[src/sv/ffba_div.sv]
// Division by a constant through reciprocal multiplication, quotient in the cycle after start.
// Used to round request bytes to granules; no package dependency.
module ffba_div #(
  parameter int DIVISOR = 16,
  parameter int WIDTH   = 15
) (
  input  logic             clk_i,
  input  logic             rst_ni,
  input  logic             start_i,
  input  logic [WIDTH-1:0] dividend_i,
  output logic             done_o,
  output logic [WIDTH-1:0] quot_o
);

  // The reciprocal is rounded up and scaled so that the high product bits
  // give the exact quotient for every dividend of WIDTH bits.
  localparam int     SH    = WIDTH + $clog2(DIVISOR);
  localparam int     MW    = WIDTH + 1;
  localparam int     PW    = WIDTH + MW;
  localparam longint RECIP = ((longint'(1) << SH) + longint'(DIVISOR) - longint'(1))
                             / longint'(DIVISOR);

  logic [PW-1:0] prod_q, prod_d;
  logic          done_q;

  // Multiply the dividend by the scaled reciprocal.
  assign prod_d = PW'(dividend_i) * PW'(RECIP);

  always_ff @(posedge clk_i or negedge rst_ni) begin
    if (!rst_ni) begin
      done_q <= 1'b0;
    end else begin
      done_q <= start_i;
    end
  end

  always_ff @(posedge clk_i) begin
    if (start_i) begin
      prod_q <= prod_d;
    end
  end

  assign done_o = done_q;
  assign quot_o = WIDTH'(prod_q >> SH);

endmodule

[config.mk]
export PLATFORM = sky130hd
export DESIGN_NAME = ffba_div
export DESIGN_NICKNAME = d
export VERILOG_FILES = /design/src/sv/ffba_div.sv
export SDC_FILE = /design/constraint.sdc
export NUM_CORES = 1
export LEC_CHECK = 0
export BUFFER_PORTS_ARGS = -buffer_cell sky130_fd_sc_hd__buf_2
export CORE_AREA = 2 2 39 41
export CTS_BUF_LIST = sky130_fd_sc_hd__clkbuf_4 sky130_fd_sc_hd__clkbuf_8
export CTS_CLUSTER_SIZE = 14
export DETAILED_ROUTE_END_ITERATION = 8
export DIE_AREA = 0 0 41 43
export PLACE_DENSITY = 0.72
export SYNTH_ARGS = -nofsm -noshare
export SYNTH_HDL_FRONTEND = slang
export SYNTH_SLANG_ARGS = --single-unit
[constraint.sdc]
create_clock -name clk_i -period 0.8 [get_ports clk_i]
set_input_delay 0.04 -clock clk_i [delete_from_list [all_inputs] [get_ports clk_i]]
set_output_delay 0.04 -clock clk_i [all_outputs]
set_load 0.02 [all_outputs]
; Yosys cells after proc, flatten, opt, wreduce, memory -nomap -nowiden
; Index checks and enable logic that the tools add are counted.
[word_totals]
ff_bits = 16
output_inout_bits = 16

; Longest topological paths before layout
[depth]
word_depth = 0
mapped_depth = 1
ltp_nobuf = 0

; Worst setup path before layout
; Ideal clock, no wire load.
[synth_path]
kind = register -> output
startpoint = register prod_q[19]
endpoint = output port quot_o[0]
t_arrival_ps = 449
setup_slack_ps = 311
n_path_buf = 0
path_stages_with_launch = 1
required_time_ps = 760
cell_sequence = edfxtp_1
[synth_lines]
columns = element, line
row1 = start: declaration, 23  ; logic [PW-1:0] prod_q, prod_d;
row2 = start signal: assignment, 39  ; prod_q <= prod_d;
row3 = end: declaration, 12  ; output logic [WIDTH-1:0] quot_o
; No word-level cell between the ends.

; Worst setup path after layout
[layout_path]
startpoint = register prod_q[29]
endpoint = output port quot_o[10]
; No word-level cell between the ends.

==> summary.md <==
| Metric | Value |
|---|---|
| GPL Wtd Cong | `0.561` |
| Max stage delay on crit path | `0.39 ns` |
| Largest net degree at the start of global routing | `13` |
| Static leakage | `0.325 nW` |
| Fin. max-slew vios | `0` |
| Wire length of the first global-routing pass | `1100 um` |
| WP buf/inv | `1` |
| Routed via count divided by cell count | `3.71` |
| Non-Filler Instances | `73` |
| H-tree Lvls | `1` |
| CTS buffer count | `3` |
| Placement Cell Area | `515 um^2` |
| Layout net count | `76` |
| Final hold violations | `0` |
| Initial antenna violation count | `0` |
| Master cell of the clock root buffer | `clkbuf_4` |
| Min Tclk post-route | `0.840 ns` |
| Max_cap viols | `0` |
| Final ANT Viol Nets | `0` |
| DIE AREA | `1760 um^2` |
| TritonCTS Sinks | `12` |
| CTS clk-pin slew, worst paths | `0.07 ns` |
| Post-CTS Setup Bufs | `0` |
| Hold Path End | `done_o$_DFF_PN0_` |
| Crit share post-route | `105%` |
| Seq/Total Area, Yosys | `91.3%` |
| Detailed Route Iter0 Violations | `1` |
| Cell row count | `14` |
| Netlist Area Pre-Place | `389 um^2` |
| Ant. Diodes | `0` |
| Max IR drop VDD | `0.000745 V` |
| Port Buffers | `25` |
| Fmax | `1190 MHz` |
| CP arrival | `0.80 ns` |
| Core area | `1380 um^2` |
| Worst Setup Start Kind | `flop` |
| Commonest non-fill, non-tap cells in the layout | `14 x buf_2, 12 x dlygate4sd3_1, 11 x buf_6, 11 x edfxtp_1, 4 x conb_1` |
| Share of layout cells above drive strength 1 | `50.9%` |
| Drt wl/cell | `10.9 um` |
| Vias in the first global route | `278` |
| Area delta synth->final | `90.4%` |
| Pre-CTS setup slack | `0.191 ns` |
| Final worst slack | `-0.0404 ns` |
| Die Wd | `41 um` |
| Crit path max-delay cell type | `edfxtp_1` |
| PD cells | `1980 nW/um^2` |
| Vert. Die Dim | `43 um` |
| Unique cell type count in the Yosys netlist | `4` |
| GRT Residual Overflow | `0` |
| Avg Inst Size Synth | `22.9 um^2` |
| I/O pin cnt | `34` |
| Core Util, Final | `53.5%` |
| Initial Utilization | `28.1%` |
| RSZ-0062 raised after global routing | `true` |
| Failing checks | `setup timing` |
| Max Root-Sink Buffers | `2` |
| WP data required | `0.76 ns` |
| CP Capture Type | `primary output` |
| Crit Path Max Fanout | `1` |
| #FFs+latches synth | `12` |
| DRC | `0` |
| Hold Startpoint | `start_i` |
| Delay-heaviest family, CP | `flip-flops` |
| TritonCTS clock tree | `yes` |
| Synthesis Warnings | `0` |
| Final setup fails | `11` |
| Overall routing resource usage | `10.1%` |
| Router iterations before antenna repair | `2` |
| Inst Count DP | `57` |
| Dpl hpwl | `513 um` |
| Pwr Total | `1.47 mW` |
| Crit Path Category | `flop to primary output` |
| Critical path cell sequence | `buf_6` |
| Commonest non-fill, non-tap cell in the layout | `buf_2` |
| Hold crit path type | `input port to flop` |
| Post-Layout Inst Area | `741 um^2` |
| Status | `finished, violations left` |
| Final wirelength | `795 um` |
| Cells after Synth | `17` |
| Worst hold path depth | `1` |
| Vias | `271` |
-- cell usage after synthesis --
library cell   n  area share [%]
edfxtp_1      11              85
buf_4          4             7.7
conb_1         1            0.96
dfrtp_1        1             6.4
-- kinds of logic (layout without fill, tap and decap cells) --
family	count (synthesis)	in the layout	share of synthesized area, %
flops	12	12	91.3
buf+inv	4	41	7.72
other cells	1	4	0.964
-- worst max-delay path by stage --
| stage | start | to | slack (ns) | cells past startpoint |
|---|---|---|---|---|
| after floorplan | prod_q[19]$_DFFE_PP_ | quot_o[0] | 0.31 | 0 |
| after global placement | start_i | prod_q[28]$_DFFE_PP_ | 0.20 | 1 |
| after detailed placement | start_i | prod_q[19]$_DFFE_PP_ | 0.19 | 1 |
| after CTS | prod_q[29]$_DFFE_PP_ | quot_o[10] | -0.06 | 1 |
| after global routing | prod_q[29]$_DFFE_PP_ | quot_o[10] | -0.09 | 1 |
| final | prod_q[29]$_DFFE_PP_ | quot_o[10] | -0.04 | 1 |
-- flip-flops by register name, indices dropped and copies added, names as in the netlist --
| register | cells |
|---|---|
| prod_q | 11 |
| done_o | 1 |
-- layout make-up --
class	count	area [um^2]
multi-input combinational	4	15.0
timing repair buffer	37	314
tap	16	20.0
fill	119	643
clock buffer	4	36.3
sequential	12	355
-- routing by layer --
layer  part of all wire (%)  global-route usage [%]  up-vias  wire length (um)
met1                     40                    10.7      114               319
met3                     14                    3.14        0               111
met2                     46                    15.3       24               364
li1                       -                       -      133                 -
met4                      0                    8.00        0                 0
met5                      0                       0        -                 0
-- what timing repair did --
item	CTS	global route
setup endpoints to repair	12	12
pin swaps	0	0
cloned	0	0
resized for setup	4	18
endpoints found under the hold margin	12	0
hold buffers	12	0
-- through the flow --
stage               TNS, ns  hold WS [ns]
finish               -0.264        0.0383
global route         -0.738        0.0336
CTS                  -0.407        0.0258
detailed placement        0        -0.184
global placement          0        -0.185
floorplan                 0        -0.256
-- power by group --
group / internal (mW) / switching (mW)
Combinational: 0.139 / 0.119
Sequential: 0.738 / 0.0192
Clock: 0.276 / 0.178
Total: 1.15 / 0.316
Power figures use the tool's default switching activity.
